### src/rtl/cpd_pkg.sv
`timescale 1ns / 1ps
package cpd_pkg;

	localparam int CPD_COORD_BITS = 16;
	localparam int RADIUS_W       = 17;
	localparam int ANGLE_W        = 9;
	localparam int REG_IDX_W      = 1;

	// degree table and search
	localparam int DEG_N        = 90;
	localparam int DEG_W        = $clog2(DEG_N);
	localparam int SEARCH_STEPS = $clog2(DEG_N);
	localparam int ANG_LAT      = 3 * SEARCH_STEPS + 1;

	localparam logic [DEG_W-1:0]    DEG_LAST   = DEG_W'(DEG_N - 1);
	localparam logic [DEG_W-1:0]    DEG_DIAG   = DEG_W'(45);
	localparam logic [RADIUS_W-1:0] RADIUS_MAX = '1;

	// configuration register indexes
	localparam logic [REG_IDX_W-1:0] REG_CENTER_X = 1'b0;
	localparam logic [REG_IDX_W-1:0] REG_CENTER_Y = 1'b1;

	// quadrant codes, counter-clockwise from positive x
	typedef logic [1:0] quad_t;
	localparam quad_t QUAD_I   = 2'd0;
	localparam quad_t QUAD_II  = 2'd1;
	localparam quad_t QUAD_III = 2'd2;
	localparam quad_t QUAD_IV  = 2'd3;

	typedef struct packed {
		logic  zero;
		quad_t quad;
	} ang_tag_t;

	typedef logic [63:0] trig_tab_t [DEG_N];

	// q62 product
	function automatic logic [63:0] mulq(input logic [63:0] a, input logic [63:0] b);
		logic [127:0] p;
		p = {64'd0, a} * {64'd0, b};
		return p[125:62];
	endfunction

	// sin / cos of whole degrees in q62, built by series then angle addition
	function automatic trig_tab_t build_tab(input logic want_sin);
		logic [63:0] x, x2, x3, x4, x5, x6, x7, x8;
		logic [63:0] s1, c1;
		trig_tab_t   st, ct;
		int          k;
		x  = 64'h3243F6A8885A308D / 64'd45;
		x2 = mulq(x, x);
		x3 = mulq(x2, x);
		x4 = mulq(x2, x2);
		x5 = mulq(x3, x2);
		x6 = mulq(x4, x2);
		x7 = mulq(x5, x2);
		x8 = mulq(x4, x4);
		s1 = x - x3 / 64'd6 + x5 / 64'd120 - x7 / 64'd5040;
		c1 = 64'h4000_0000_0000_0000 - x2 / 64'd2 + x4 / 64'd24 - x6 / 64'd720
			+ x8 / 64'd40320;
		st[0] = 64'd0;
		ct[0] = 64'h4000_0000_0000_0000;
		for (k = 0; k < DEG_N - 1; k++) begin
			ct[k+1] = mulq(ct[k], c1) - mulq(st[k], s1);
			st[k+1] = mulq(st[k], c1) + mulq(ct[k], s1);
		end
		if (want_sin) begin
			return st;
		end
		return ct;
	endfunction

	localparam trig_tab_t SIN_TAB = build_tab(1'b1);
	localparam trig_tab_t COS_TAB = build_tab(1'b0);

endpackage

### src/rtl/cpd_isqrt.sv
`timescale 1ns / 1ps
module cpd_isqrt import cpd_pkg::*; #(
	parameter int IN_W   = 2 * CPD_COORD_BITS + 1,
	parameter int ROOT_W = CPD_COORD_BITS + 1
) (
	input  logic              clk,
	input  logic              arst_n,
	input  logic              in_vld,
	input  logic [IN_W-1:0]   in_val,
	output logic              out_vld,
	output logic [ROOT_W-1:0] out_root
);

	localparam int T_W = (2 * ROOT_W + 1 > IN_W) ? 2 * ROOT_W + 1 : IN_W;

	logic              ch_vld  [ROOT_W+1];
	logic [IN_W-1:0]   ch_rem  [ROOT_W];
	logic [ROOT_W-1:0] ch_root [ROOT_W+1];

	assign ch_vld[0]  = in_vld;
	assign ch_rem[0]  = in_val;
	assign ch_root[0] = '0;

	// one root bit per stage, msb first
	for (genvar s = 0; s < ROOT_W; s++) begin : g_bit
		localparam int BIT = ROOT_W - 1 - s;
		logic [T_W-1:0]    trial;
		logic              fits;
		logic              vld_s1;
		logic [ROOT_W-1:0] root_s1;

		// (root + 2^bit)^2 - root^2, root has no bits at or below bit
		assign trial = (T_W'(ch_root[s]) << (BIT + 1)) | (T_W'(1) << (2 * BIT));
		assign fits  = T_W'(ch_rem[s]) >= trial;

		always_ff @(posedge clk or negedge arst_n) begin
			if (!arst_n) begin
				vld_s1 <= 1'b0;
			end else begin
				vld_s1 <= ch_vld[s];
			end
		end

		always_ff @(posedge clk) begin
			root_s1 <= fits ? (ch_root[s] | (ROOT_W'(1) << BIT)) : ch_root[s];
		end

		if (s < ROOT_W - 1) begin : g_rem
			logic [IN_W-1:0] rem_s1;
			always_ff @(posedge clk) begin
				rem_s1 <= fits ? IN_W'(T_W'(ch_rem[s]) - trial) : ch_rem[s];
			end
			assign ch_rem[s+1] = rem_s1;
		end

		assign ch_vld[s+1]  = vld_s1;
		assign ch_root[s+1] = root_s1;
	end

	assign out_vld  = ch_vld[ROOT_W];
	assign out_root = ch_root[ROOT_W];

endmodule

### config.mk
export PLATFORM = sky130hd
export DESIGN_NAME = cpd_isqrt
export DESIGN_NICKNAME = d
export VERILOG_FILES = /design/src/rtl/cpd_pkg.sv /design/src/rtl/cpd_isqrt.sv
export SDC_FILE = /design/constraint.sdc
export NUM_CORES = 1
export LEC_CHECK = 0
export BUFFER_PORTS_ARGS = -buffer_cell sky130_fd_sc_hd__buf_4
export CAP_MARGIN = 40
export CORE_AREA = 2 2 272 220
export CTS_CLUSTER_DIAMETER = 120
export DETAILED_ROUTE_END_ITERATION = 6
export DIE_AREA = 0 0 274 222
export GPL_TIMING_DRIVEN = 0
export HOLD_SLACK_MARGIN = 0.03
export SLEW_MARGIN = 20
export SYNTH_ARGS = -nofsm -noshare
export SYNTH_HDL_FRONTEND = slang
export SYNTH_SLANG_ARGS = --single-unit
### constraint.sdc
create_clock -name clk -period 3.4 [get_ports clk]
set_input_delay 0.34 -clock clk [delete_from_list [all_inputs] [get_ports clk]]
set_output_delay 0.34 -clock clk [all_outputs]
set_load 0.01 [all_outputs]
Word-level counts from Yosys, hierarchy flattened
Index checks and enable logic that the tools add are counted.
{"block": "classes", "magnitude_cmp": 17, "n_mux": 17, "add_sub_neg": 16}
{"cell": "$mux 33", "count": 16}
{"cell": "$ge 33x18->1", "count": 1}
{"cell": "$ge 33x19->1", "count": 1}
{"cell": "$ge 33x20->1", "count": 1}
{"cell": "$ge 33x21->1", "count": 1}
{"cell": "$ge 33x22->1", "count": 1}
{"cell": "$ge 33x23->1", "count": 1}
{"cell": "$ge 33x24->1", "count": 1}
{"cell": "$ge 33x25->1", "count": 1}
{"cell": "$ge 33x26->1", "count": 1}
{"cell": "$ge 33x27->1", "count": 1}
{"cell": "$ge 33x28->1", "count": 1}
{"cell": "$ge 33x29->1", "count": 1}
{"cell": "$ge 33x30->1", "count": 1}
{"cell": "$ge 33x31->1", "count": 1}
{"cell": "$ge 33x32->1", "count": 1}
{"cell": "$ge 33x33->1", "count": 1}
{"cell": "$ge 33x33->1 const B", "count": 1}
{"cell": "$sub 33x19->33", "count": 1}
{"cell": "$sub 33x20->33", "count": 1}
{"cell": "$sub 33x21->33", "count": 1}
{"cell": "$sub 33x22->33", "count": 1}
{"cell": "$sub 33x23->33", "count": 1}
{"cell": "$sub 33x24->33", "count": 1}
{"cell": "other kinds (11)", "count": 11}
{"block": "totals", "elab_cells": 116, "reg_bits": 834, "in_bits": 36, "output_inout_bits": 18}

Longest topological paths before layout
Gate-level depths: netlist (run 1).
{"block": "logic_depth", "word_depth": 2, "mapped_depth": 12, "ltp_nobuf": 10}

Worst setup path after synthesis (run 1)
Ideal clock, no wire load.
{"block": "synth_path", "path_type": "register to register", "start": "register g_bit[13].root_s1[7]", "end": "register g_bit[14].g_rem.rem_s1[29]", "required_ps": 3282, "arrival_time_ps": 2568, "n_path_buf": 0, "path_slack_ps": 714, "period_less_slack_ps": 2686, "setup_time_ps": 118, "stages_incl_launch_ff": 10, "path_cell_list": "dfxtp_1 > inv_1 > ha_1 > a211o_1 > o211ai_1 > a211oi_1 > a311o_1 > a211oi_1 > or4b_1 > xnor2_1"}
{"block": "synth_via", "elab_chain_len": 2, "word_cells_on_any_way": 3, "classes_between": "add/sub (1); order compare (1); mux (1)"}
{"element": "start, declared", "line_no": "cpd_isqrt.sv:30", "rtl": "logic [ROOT_W-1:0] root_s1;"}
{"element": "start signal, assigned", "line_no": "cpd_isqrt.sv:45", "rtl": "root_s1 <= fits ? (ch_root[s] | (ROOT_W'(1) << BIT)) : ch_root[s];"}
{"element": "$sub 33x20->33 or $ge 33x20->1 (tied branches)", "line_no": "cpd_isqrt.sv:51, cpd_isqrt.sv:34"}
{"element": "$mux 33 (*)", "line_no": "cpd_isqrt.sv:51", "rtl": "rem_s1 <= fits ? IN_W'(T_W'(ch_rem[s]) - trial) : ch_rem[s];"}
{"element": "end signal, assigned", "line_no": "cpd_isqrt.sv:51"}
{"element": "end, declared", "line_no": "cpd_isqrt.sv:49", "rtl": "logic [IN_W-1:0] rem_s1;"}
Every way passes the cells marked *; elsewhere a longest branch is shown, timed or not.
A chain may end at the register's enable or synchronous reset.

Worst setup path in the final report (run 1)
{"block": "layout_path", "start": "register g_bit[11].root_s1[7]", "end": "register g_bit[12].g_rem.rem_s1[20]"}
{"block": "layout_via", "elab_chain_len": 2, "word_cells_on_any_way": 3, "classes_between": "add/sub (1); order compare (1); mux (1)"}
{"element": "start, declared", "line_no": "cpd_isqrt.sv:30"}
{"element": "start signal, assigned", "line_no": "cpd_isqrt.sv:45"}
{"element": "$ge 33x22->1", "line_no": "cpd_isqrt.sv:34", "rtl": "assign fits = T_W'(ch_rem[s]) >= trial;"}
{"element": "named net g_bit[12].fits", "line_no": "cpd_isqrt.sv:28", "rtl": "logic fits;"}
{"element": "$mux 33", "line_no": "cpd_isqrt.sv:51"}
{"element": "end signal, assigned", "line_no": "cpd_isqrt.sv:51"}
{"element": "end, declared", "line_no": "cpd_isqrt.sv:49"}
The timed path passes the listed nets, and every way through them passes these cells.

==> metrics.md, run 1 <==
| Metric | Value |
|---|---|
| Leak | `13.7 nW` |
| WL final | `57,800 um` |
| RR Endpoint | `g_bit[12].g_rem.rem_s1[20]` |
| Register-to-Register Setup Slack | `around 170 ps` |
| CTS tree | `yes` |
| Synth unique cells | `88` |
| Fmax | `0.310 GHz` |
| IO buf count | `between 50 and 60` |
| Worst hold path type | `input port to asynchronous set/reset pin` |
| Fin. max-slew vios | `0` |
| Final setup vio count | `0` |
| Vias in the first global route | `between 15,000 and 20,000` |
| Via Count | `about 18,000` |
| GRT Util Overall | `19.0%` |
| # diodes | `0` |
| Unrepaired setup endpoints after global routing | `no` |
| Synthesized instance count | `2,508` |
| Ranking of synthesized cells by area | `dfxtp_1, ha_1, xnor2_1` |
| Initial Utilization | `44.8%` |
| Width of the die | `274 um` |
| Die ar. | `60,800 um2` |
| Io pins | `54` |
| Total CTS buffers | `68` |
| Nets | `2,868` |
| Tmin final | `3230 ps` |
| EDFF count, synth | `0` |
| Area growth from synthesis to layout | `16.7%` |
| Die height | `222 um` |
| Worst EP arrival | `3740 ps` |
| Pwr Density | `between 900 and 1000 nW/um2` |
| Startpoint type of the worst setup path | `register` |
| First drt pass iteration count | `5` |
| Mapped cell area | `approximately 26,000 um2` |
| Detail Route Antenna Nets | `0` |
| Seq cells post-synth | `698` |
| Worst setup EP type | `register` |
| WS Path Type | `register to register` |
| Clock root cell | `clkbuf_16` |
| GP Congestion | `0.920` |
| Seq/Total Area, Yosys | `54.2%` |
| Clock Sinks | `698` |
| Share of cells above drive strength 1 | `9.13%` |
| Reg-to-reg critical path startpoint | `g_bit[11].root_s1[7]` |
| Vias per cell | `5.14` |
| First-pass GRT wire length | `92,300 um` |
| Clock buffer depth | `3` |
| Post-DP HPWL | `44,500 um` |
| Tcrit/Tclk final | `94.9%` |
| Setup TNS | `0 ps` |
| Syn_area_per_cell | `10.3 um2` |
| Hold Fails Final Rpt | `0` |
| MaxCap Viol Count | `0` |
| R2R depth | `10` |
| Maximum VDD drop | `0.000485 V` |
| Drt wl/cell | `16.6 um` |
| Post-synth top cells | `dfxtp_1, inv_1, ha_1` |
| Top-count cell post-synth | `dfxtp_1` |
| H-Tree Depth | `3` |
| Slew headroom | `45.3%` |
| Core Area | `approximately 58,000 um2` |
| Worst Clk Skew | `37.2 ps` |
| Clock transition at the registers of the reported paths | `70 ps` |
| Dominant synthesized flop cell | `dfxtp_1` |
| Synthesis Warnings | `0` |
| Antenna violations before repair | `0` |
| Residual DRC count | `0` |
| Asr flop ratio synth | `~2.4%` |
| Worst EP required | `about 3900 ps` |
| Clock Latency Late Sink | `620 ps` |
| Largest net degree at the start of global routing | `18` |
| Outcome | `completed` |
| Area fraction of the dominant cell type after synthesis | `52.5%` |
| Design Power | `0.0280 W` |
| Filler cells | `roughly 5,200` |
| Synth area leader | `dfxtp_1` |
| DRT iter0 DRCs | `about 1,200` |
| # rows | `79` |
| Syn Nets | `2,710` |
| CP Max Fanout | `10` |
| Slew @ Worst Pin | `800 ps` |
| Total gr overflow | `0` |
-- layout make-up --
cell class / instances / area [um2] / area share, %
tap: 769 / 962 / 3.18
timing repair buffer: 88 / 748 / 2.47
multi-input combinational: 1556 / 10900 / 36.0
buffer: 37 / 199 / 0.657
inverter: 217 / 815 / 2.69
clock inverter: 31 / 633 / 2.09
sequential: 698 / 14100 / 46.4
clock buffer: 89 / 1970 / 6.51
-- logic make-up (layout without fill, tap and decap cells) --
| group | count (synthesis) | after routing | share of synthesized area [%] |
|---|---|---|---|
| compound gates | 454 | 454 | 11.2 |
| xor+xnor | 210 | 210 | 7.09 |
| fa+ha+maj | 166 | 166 | 8.00 |
| buf+inv | 254 | 462 | 3.90 |
| flops | 698 | 698 | 54.2 |
| mux | 37 | 37 | 1.56 |
| other cells | 1 | 1 | 0.0144 |
| simple gates | 688 | 688 | 14.0 |
-- placed cells by master (no fill, tap or decap), types with 8 or more instances in the layout --
cell	synthesis	final
nor2_1	151	151
nor4b_1	18	18
dfrtp_1	17	17
clkbuf_16	0	70
mux2i_1	9	9
clkbuf_1	19	22
inv_1	216	216
nor2b_1	21	21
nand4_1	35	35
o21bai_1	8	8
nand2_1	144	144
mux2_2	23	23
ha_1	166	166
nor4_1	75	73
or4_1	16	16
bufinv_16	0	14
buf_4	2	55
or3_1	21	21
xor2_1	105	105
o21ai_0	111	111
buf_2	11	11
a211oi_1	21	20
nor3_1	65	65
clkinv_2	0	8
and2_1	12	12
a21oi_1	135	134
or2_2	11	11
clkbuf_8	0	15
o211ai_1	12	12
dlygate4sd3_1	0	35
dfxtp_1	681	681
nand2b_1	28	28
o21a_1	32	32
nand3_1	30	30
and3_1	18	18
o31ai_1	19	19
xnor2_1	105	105
a21o_1	38	38
-- metrics by stage --
step	area, um2	hold slack, ps	setup slack [ps]	std cells	util (%)
after CTS	30300	77.4	68.6	3484	52.2
after floorplan	26000	44.4	714	2508	-
after global routing	30300	92.7	8.97	3485	52.3
final	30300	114	173	3485	52.3
after detailed placement	27300	211	123	3329	47.1
after global placement	27300	205	171	3329	47.1
-- worst max-delay path: stages (launching register included) --
cell	delay (ps)
dfxtp_1	350
inv_1	60
ha_1	250
or3_1	390
o221ai_1	400
o221ai_1	310
a21oi_2	290
o2111ai_2	310
clkbuf_2	340
buf_2	270
a21oi_1	150
-- metal layers --
metal  share of wire, %  GRT usage, %
met1                 49          26.4
met2                 44          29.8
met3                5.1          4.06
met4                2.0          5.07
met5                  0             0
-- flip-flops by register name, summed over array words and instances (netlist names) --
signal / cells
g_bit.g_rem.rem_s1: 528
out_root: 17
out_vld: 1
g_bit.vld_s1: 16
g_bit.root_s1: 136
-- worst max-delay path by stage --
stage	startpoint	cells after the start	slack (ps)	endpoint
floorplan	g_bit[13].root_s1[7]	9	710	g_bit[14].g_rem.rem_s1[29]
CTS	g_bit[11].root_s1[5]	10	70	g_bit[12].g_rem.rem_s1[20]
global route	g_bit[14].root_s1[14]	12	9	g_bit[15].g_rem.rem_s1[14]
detailed placement	g_bit[11].root_s1[7]	10	120	g_bit[12].g_rem.rem_s1[9]
finish	g_bit[11].root_s1[7]	10	170	g_bit[12].g_rem.rem_s1[20]
global placement	g_bit[11].root_s1[5]	10	170	g_bit[12].g_rem.rem_s1[9]
-- repair_timing --
| item | CTS | global route |
|---|---|---|
| setup buffers | 0 | 1 |
| hold buffers | 35 | 0 |
| setup endpoints to repair | 0 | 24 |
| hold endpoints to repair | 51 | 0 |
| gates resized for setup | 0 | 6 |
-- report_power, final --
| group | leakage, nW | switching [W] | internal [W] |
|---|---|---|---|
| registers | 5.91 | 0.00152 | 0.0102 |
| clock network | 1.27 | 0.00321 | 0.00522 |
| logic | 6.50 | 0.00431 | 0.00357 |
(Power assumes the default switching activity.)
==> inputs of run 2 (changes only) <==
--- a/config.mk
+++ b/config.mk
@@ -7,10 +7,10 @@
 export LEC_CHECK = 0
 export BUFFER_PORTS_ARGS = -buffer_cell sky130_fd_sc_hd__buf_4
 export CAP_MARGIN = 40
-export CORE_AREA = 2 2 272 220
+export CORE_AREA = 2 2 288 233
 export CTS_CLUSTER_DIAMETER = 120
 export DETAILED_ROUTE_END_ITERATION = 6
-export DIE_AREA = 0 0 274 222
+export DIE_AREA = 0 0 290 235
 export GPL_TIMING_DRIVEN = 0
 export HOLD_SLACK_MARGIN = 0.03
 export SLEW_MARGIN = 20
==> metrics.md, run 2 (same netlist as run 1, synthesis figures left out) <==
| Metric | Value |
|---|---|
| Via Count | `18,000 (+0.46%)` |
| Pwr Density | `908 nW/um2 (-1.8%)` |
| Die ar. | `68,200 um2 (+12%)` |
| Hold Fails Final Rpt | `0 (unchanged)` |
| Max reg flops | `528 (unchanged)` |
| Clock root cell | `clkbuf_16` |
| Final setup vio count | `0 (unchanged)` |
| Largest net degree at the start of global routing | `18 (unchanged)` |
| First-pass GRT wire length | `93,900 um (+1.8%)` |
| # diodes | `0 (unchanged)` |
| Unrepaired setup endpoints after global routing | `no` |
| Drt wl/cell | `16.3 um (-1.5%)` |
| Vias in the first global route | `18,100 (+2.6%)` |
| Slew @ Worst Pin | `803 ps (+2.49 ps)` |
| Nets | `2,870 (+0.070%)` |
| Total gr overflow | `0 (unchanged)` |
| Filler cells | `6,034 (+16%)` |
| Clock transition at the registers of the reported paths | `60 ps (about the same)` |
| H-Tree Depth | `3 (unchanged)` |
| Worst setup EP type | `register` |
| Worst EP required | `3900 ps (about the same)` |
| R2R depth | `9 (-1)` |
| Antenna violations before repair | `1 (+1)` |
| Setup TNS | `0 ps (unchanged)` |
| Most common cell after layout, fill and taps aside | `dfxtp_1` |
| Fmax | `0.303 GHz (-2.2%)` |
| Area growth from synthesis to layout | `16.3%` |
| CTS tree | `yes` |
| Slew headroom | `45.7% (+0.46 points)` |
| IO buf count | `52 (unchanged)` |
| Leak | `13.6 nW (-0.90%)` |
| WS Path Type | `register to register` |
| Residual DRC count | `0 (unchanged)` |
| CP Max Fanout | `4 (-6)` |
| Tcrit/Tclk final | `97.0% (+2.1 points)` |
| Startpoint type of the worst setup path | `register` |
| Worst EP arrival | `3800 ps (+60 ps)` |
| Fin. max-slew vios | `0 (unchanged)` |
| Reg-to-reg critical path startpoint | `g_bit[13].root_s1[5]` |
| Outcome | `completed` |
| Clock buffer depth | `3 (unchanged)` |
| Worst hold path type | `input port to asynchronous set/reset pin` |
| GRT Util Overall | `16.9% (-2.0 points)` |
| Worst Clk Skew | `49.5 ps (+12.4 ps)` |
| Most frequent cells in the layout | `dfxtp_1, inv_1, ha_1, nor2_1, nand2_1` |
| WL final | `58,400 um (+1.0%)` |
| Core Area | `65,300 um2 (+13%)` |
| Clock Sinks | `698 (unchanged)` |
| Width of the die | `290 um (+5.8%)` |
| Clock Latency Late Sink | `620 ps (about the same)` |
| Vias per cell | `5.03 (-2.1%)` |
| Detail Route Antenna Nets | `0 (unchanged)` |
| Total CTS buffers | `70 (+2.9%)` |
| Share of cells above drive strength 1 | `8.80% (-0.33 points)` |
| Post-DP HPWL | `45,300 um (+1.9%)` |
| Maximum VDD drop | `0.000552 V (+14%)` |
| MaxCap Viol Count | `0 (unchanged)` |
| First drt pass iteration count | `5 (unchanged)` |
| Io pins | `54 (unchanged)` |
| GP Congestion | `0.908 (-1.3%)` |
| # rows | `84 (+6.3%)` |
| RR Endpoint | `g_bit[14].g_rem.rem_s1[29]` |
| Die height | `235 um (+5.9%)` |
| Design Power | `0.0274 W (-2.1%)` |
| DRT iter0 DRCs | `1,001 (-17%)` |
| Post-CTS Setup Repair Bufs | `0 (unchanged)` |
| Top reg by flops | `g_bit.g_rem.rem_s1` |
| Register-to-Register Setup Slack | `100 ps (-70 ps)` |
| Tmin final | `3300 ps (+71.9 ps)` |
| Initial Utilization | `39.8% (-5.0 points)` |
==> run 2: cell types whose count changed in the layout (fill, tap and decap cells not counted), moves of 2 or more <==
cell        delta
bufinv_16      -8
clkbuf_1       +8
clkbuf_8       -8
clkinv_2       +3
clkinvlp_4     +2
==> run 2: stage by stage <==
stage	setup WS (ps)	utilization (%)	hold WS, ps	instances	instance area (um2)
2_1_floorplan	714	-	44.4	2508	26000
3_3_place_gp	137	42.0	200	3420	27400
3_5_place_dp	121	42.0	209	3421	27400
4_1_cts	22.3	46.2	89.4	3576	30200
5_1_grt	24.7	46.2	116	3576	30200
6_report	101	46.2	113	3576	30200
==> run 2: per-layer routing <==
layer / track usage, % / wire length (um) / vias up
li1: - / - / 9049
met1: 23.1 / 28400 / 8441
met5: 0 / 0 / -
met2: 27.2 / 26100 / 393
met4: 5.60 / 1440 / 0
met3: 2.88 / 2470 / 111
==> run 2: worst max-delay path, stage by stage (launching register included) <==
cell and delay (ps):
dfxtp_1 330, inv_1 50, ha_1 320, or4b_1 460, nor4b_2 360, nand4_1 290
and3_1 280, a211oi_1 460, or4b_1 500, xnor2_1 140
==> run 2: worst max path at each step <==
stage / cells past startpoint / to / slack (ps) / start
after CTS: 10 / g_bit[12].g_rem.rem_s1[21] / 20 / g_bit[11].root_s1[5]
after global placement: 10 / g_bit[12].g_rem.rem_s1[16] / 140 / g_bit[11].root_s1[5]
final: 9 / g_bit[14].g_rem.rem_s1[29] / 100 / g_bit[13].root_s1[5]
after global routing: 9 / g_bit[14].g_rem.rem_s1[29] / 20 / g_bit[13].root_s1[5]
after floorplan: 9 / g_bit[14].g_rem.rem_s1[29] / 710 / g_bit[13].root_s1[7]
after detailed placement: 10 / g_bit[12].g_rem.rem_s1[21] / 120 / g_bit[11].root_s1[5]
==> run 2: area by class of cell <==
cell class	instances	area (um2)	share of cell area (%)
Buffer	37	199	0.659
Clock buffer	90	1920	6.35
Clock inverter	30	465	1.54
Inverter	217	815	2.70
Multi-Input combinational cell	1556	10900	36.1
Sequential cell	698	14100	46.6
Tap cell	860	1080	3.56
Timing Repair Buffer	88	752	2.49
==> run 2: power breakdown <==
group          switching (W)  total (W)  leakage [nW]  internal, W
registers            0.00152     0.0117          5.91       0.0102
logic                0.00436    0.00794          6.49      0.00358
clock network        0.00326    0.00778          1.15      0.00452
total                0.00914     0.0274          13.6       0.0183
==> run 2: what timing repair did <==
action                                 CTS  global route
setup endpoints to repair                0            21
resized for setup                        0             5
hold buffers                            35             0
endpoints found under the hold margin   51             0
==> inputs of run 3 (changes only) <==
--- a/config.mk
+++ b/config.mk
@@ -5,14 +5,16 @@
 export SDC_FILE = /design/constraint.sdc
 export NUM_CORES = 1
 export LEC_CHECK = 0
+export ABC_AREA = 1
 export BUFFER_PORTS_ARGS = -buffer_cell sky130_fd_sc_hd__buf_4
 export CAP_MARGIN = 40
-export CORE_AREA = 2 2 288 233
+export CORE_AREA = 2 2 314 254
 export CTS_CLUSTER_DIAMETER = 120
 export DETAILED_ROUTE_END_ITERATION = 6
-export DIE_AREA = 0 0 290 235
+export DIE_AREA = 0 0 316 256
 export GPL_TIMING_DRIVEN = 0
 export HOLD_SLACK_MARGIN = 0.03
+export MAX_ROUTING_LAYER = met4
 export SLEW_MARGIN = 20
 export SYNTH_ARGS = -nofsm -noshare
 export SYNTH_HDL_FRONTEND = slang
==> metrics.md, run 3 <==
| Metric | Value |
|---|---|
| Outcome | `completed` |
| Nets | `4,460 (+55%)` |
| H-Tree Depth | `3 (unchanged)` |
| Filler cells | `7,766 (+29%)` |
| Total gr overflow | `0 (unchanged)` |
| Area growth from synthesis to layout | `14.6%` |
| Synthesis Warnings | `0 (unchanged)` |
| Syn Nets | `4,302 (+59%)` |
| Seq/Total Area, Yosys | `45.4% (-8.7 points)` |
| Slowest-stage cell, CP | `dfxtp_1` |
| Tmin final | `2400 ps (-902 ps)` |
| Clock root cell | `clkbuf_16` |
| Width of the die | `316 um (+9.0%)` |
| WS Path Type | `register to register` |
| Leak | `18.1 nW (+34%)` |
| Fin. max-slew vios | `0 (unchanged)` |
| CP Max Fanout | `10 (+6)` |
| IO buf count | `52 (unchanged)` |
| Top-count cell post-synth | `nand2_1` |
| GP Congestion | `0.938 (+3.4%)` |
| Fmax | `0.417 GHz (+38%)` |
| Die height | `256 um (+8.9%)` |
| Worst hold path type | `input port to asynchronous set/reset pin` |
| MaxCap Viol Count | `0 (unchanged)` |
| Clock transition at the registers of the reported paths | `60 ps (about the same)` |
| Most common cell after layout, fill and taps aside | `nand2_1` |
| Io pins | `54 (unchanged)` |
| Worst EP arrival | `2890 ps (-910 ps)` |
| Tcrit/Tclk final | `70.5% (-27 points)` |
| Mapped cell area | `30,900 um2 (+19%)` |
| Synth area leader | `dfxtp_1` |
| Design Power | `0.0321 W (+17%)` |
| Vias per cell | `4.71 (-6.5%)` |
| R2R depth | `11 (+2)` |
| Share of cells above drive strength 1 | `8.28% (-0.52 points)` |
| Post-DP HPWL | `62,600 um (+38%)` |
| Syn_area_per_cell | `7.54 um2 (-27%)` |
| Clock buffer depth | `3 (unchanged)` |
| Largest net degree at the start of global routing | `18 (unchanged)` |
| Die ar. | `80,900 um2 (+19%)` |
| Residual DRC count | `0 (unchanged)` |
| # rows | `92 (+9.5%)` |
| Core Area | `77,900 um2 (+19%)` |
| Synthesized instance count | `4,100 (+63%)` |
| Max reg flops | `528 (unchanged)` |
| Total CTS buffers | `69 (-1.4%)` |
| Antenna violations before repair | `0 (-1)` |
| Post-synth top cells | `nand2_1, dfxtp_1, inv_1` |
| CTS tree | `yes` |
| Worst EP required | `3890 ps (about the same)` |
| Setup TNS | `0 ps (unchanged)` |
| First drt pass iteration count | `6 (+1)` |
| Unrepaired setup endpoints after global routing | `no` |
| Clock Sinks | `698 (unchanged)` |
| Hold Fails Final Rpt | `0 (unchanged)` |
| First-pass GRT wire length | `126,000 um (+35%)` |
| Vias in the first global route | `23,900 (+32%)` |
| Detail Route Antenna Nets | `0 (unchanged)` |
| Top reg by flops | `g_bit.g_rem.rem_s1` |
| Reg-to-reg critical path startpoint | `g_bit[12].root_s1[16]` |
| Synth unique cells | `57 (-35%)` |
| Ranking of synthesized cells by area | `dfxtp_1, nand2_1, inv_1` |
| Worst Clk Skew | `18.9 ps (-30.7 ps)` |
| Clock Latency Late Sink | `620 ps (about the same)` |
| Delay-heaviest family, CP | `simple AND/OR/NAND/NOR gates` |
| Setup ws final | `1000 ps (+902 ps)` |
| Initial Utilization | `39.7% (-0.073 points)` |
| Via Count | `25,200 (+40%)` |
| Maximum VDD drop | `0.000443 V (-20%)` |
| CP cell instances | `inv_1 > ha_1 > a21oi_1 > o21ai_0 > inv_1 > nand3_1 > nor2_1 > nand2_2 > buf_4 > nand2_1 > nand2_1` |
| Startpoint type of the worst setup path | `register` |
| Slew @ Worst Pin | `844 ps (+40.8 ps)` |
| Pre-CTS setup slack | `1040 ps (+917 ps)` |
| WL final | `78,200 um (+34%)` |
| RR Endpoint | `g_bit[13].g_rem.rem_s1[16]` |
| Final setup vio count | `0 (unchanged)` |
| Critical path's largest stage delay | `410 ps (-90 ps)` |
| Asr flop ratio synth | `2.44% (unchanged)` |
| Drt wl/cell | `14.6 um (-10%)` |
| Pwr Density | `907 nW/um2 (-0.17%)` |
| Dominant synthesized flop cell | `dfxtp_1` |
| Area fraction of the dominant cell type after synthesis | `44.1% (-8.5 points)` |
| Register-to-Register Setup Slack | `1000 ps (+900 ps)` |
| WHS | `121 ps (+8.74 ps)` |
| Crit path buf inv count | `3 (+2)` |
| EDFF count, synth | `0 (unchanged)` |
| DRT iter0 DRCs | `2,017 (+100%)` |
| GRT Util Overall | `20.0% (+3.1 points)` |
| Slew headroom | `43.2% (-2.6 points)` |
| Worst setup EP type | `register` |
| Most frequent cells in the layout | `nand2_1, dfxtp_1, inv_1, nor2_1, nand3_1` |
| Seq cells post-synth | `698 (unchanged)` |
| # diodes | `0 (unchanged)` |
[run 3: cell types whose count changed after synthesis, moves of 25 or more]
cell	previous run	this run
o21a_1	32	4
a21o_1	38	6
nand4_1	35	68
nor2_2	1	26
xnor2_1	105	33
nor2_1	151	367
nand2_2	0	25
o21ai_0	111	62
nor4_1	75	33
nand3_1	30	269
nand2_1	144	1255
a21oi_2	1	43
nand2b_1	28	0
inv_1	216	628
[run 3: worst register-to-register path, delay by kind of cell (launching register included)]
kind / cells / cell delay [ps]
flops: 1 / 410
fa+ha+maj: 1 / 340
simple gates: 5 / 560
compound gates: 2 / 540
buf+inv: 3 / 420
[run 3: where the power goes]
part / internal (W) / switching [W] / total (W)
Sequential: 0.0103 / 0.00161 / 0.0119
Combinational: 0.00431 / 0.00782 / 0.0121
Clock: 0.00477 / 0.00335 / 0.00812
[run 3: repair_timing]
action | in CTS | in global routing
setup buffers | 0 | 0
endpoints found under the hold margin | 51 | 0
hold buffers | 35 | 0
endpoints found under the setup margin | 0 | 0
resized for setup | 0 | 0
[run 3: stage by stage]
step	area (um2)	cells	util [%]
global placement	32600	5186	41.9
CTS	35400	5345	45.5
detailed placement	32600	5186	41.9
global route	35400	5345	45.5
finish	35400	5345	45.5
floorplan	30900	4100	-
[run 3: worst max path at each step]
stage,from,cells past startpoint,slack (ps),end
2_1_floorplan,g_bit[4].root_s1[12],9,1580,g_bit[5].g_rem.rem_s1[26]
3_3_place_gp,g_bit[12].root_s1[16],11,1000,g_bit[13].g_rem.rem_s1[24]
3_5_place_dp,g_bit[12].root_s1[16],11,1040,g_bit[13].g_rem.rem_s1[24]
4_1_cts,g_bit[12].root_s1[16],11,1020,g_bit[13].g_rem.rem_s1[24]
5_1_grt,g_bit[11].root_s1[7],11,850,g_bit[12].g_rem.rem_s1[16]
6_report,g_bit[12].root_s1[16],11,1000,g_bit[13].g_rem.rem_s1[16]
[run 3: area by class of cell]
cell class	count	area (um2)	share of cell area, %
buffer	29	312	0.879
clock buffer	87	1910	5.40
clock inverter	37	567	1.60
inverter	644	2430	6.85
multi-input combinational	2729	14100	39.9
sequential	698	14100	39.7
tap	1034	1290	3.65
timing repair buffer	87	741	2.09
[run 3: cell families after synthesis]
logic type	Yosys count	synth area share, %
simple gates	2156	29.9
fa+ha+maj	166	6.71
compound gates	282	5.60
flops	698	45.4
xor+xnor	124	3.51
buf+inv	673	8.86
other cells	1	0.0121
[run 3: routing by layer]
| metal | track usage, % | wire length [um] |
|---|---|---|
| met1 | 29.5 | 40100 |
| met2 | 28.8 | 32100 |
| met3 | 3.23 | 4630 |
| met4 | 4.02 | 1340 |
| met5 | - | 0 |
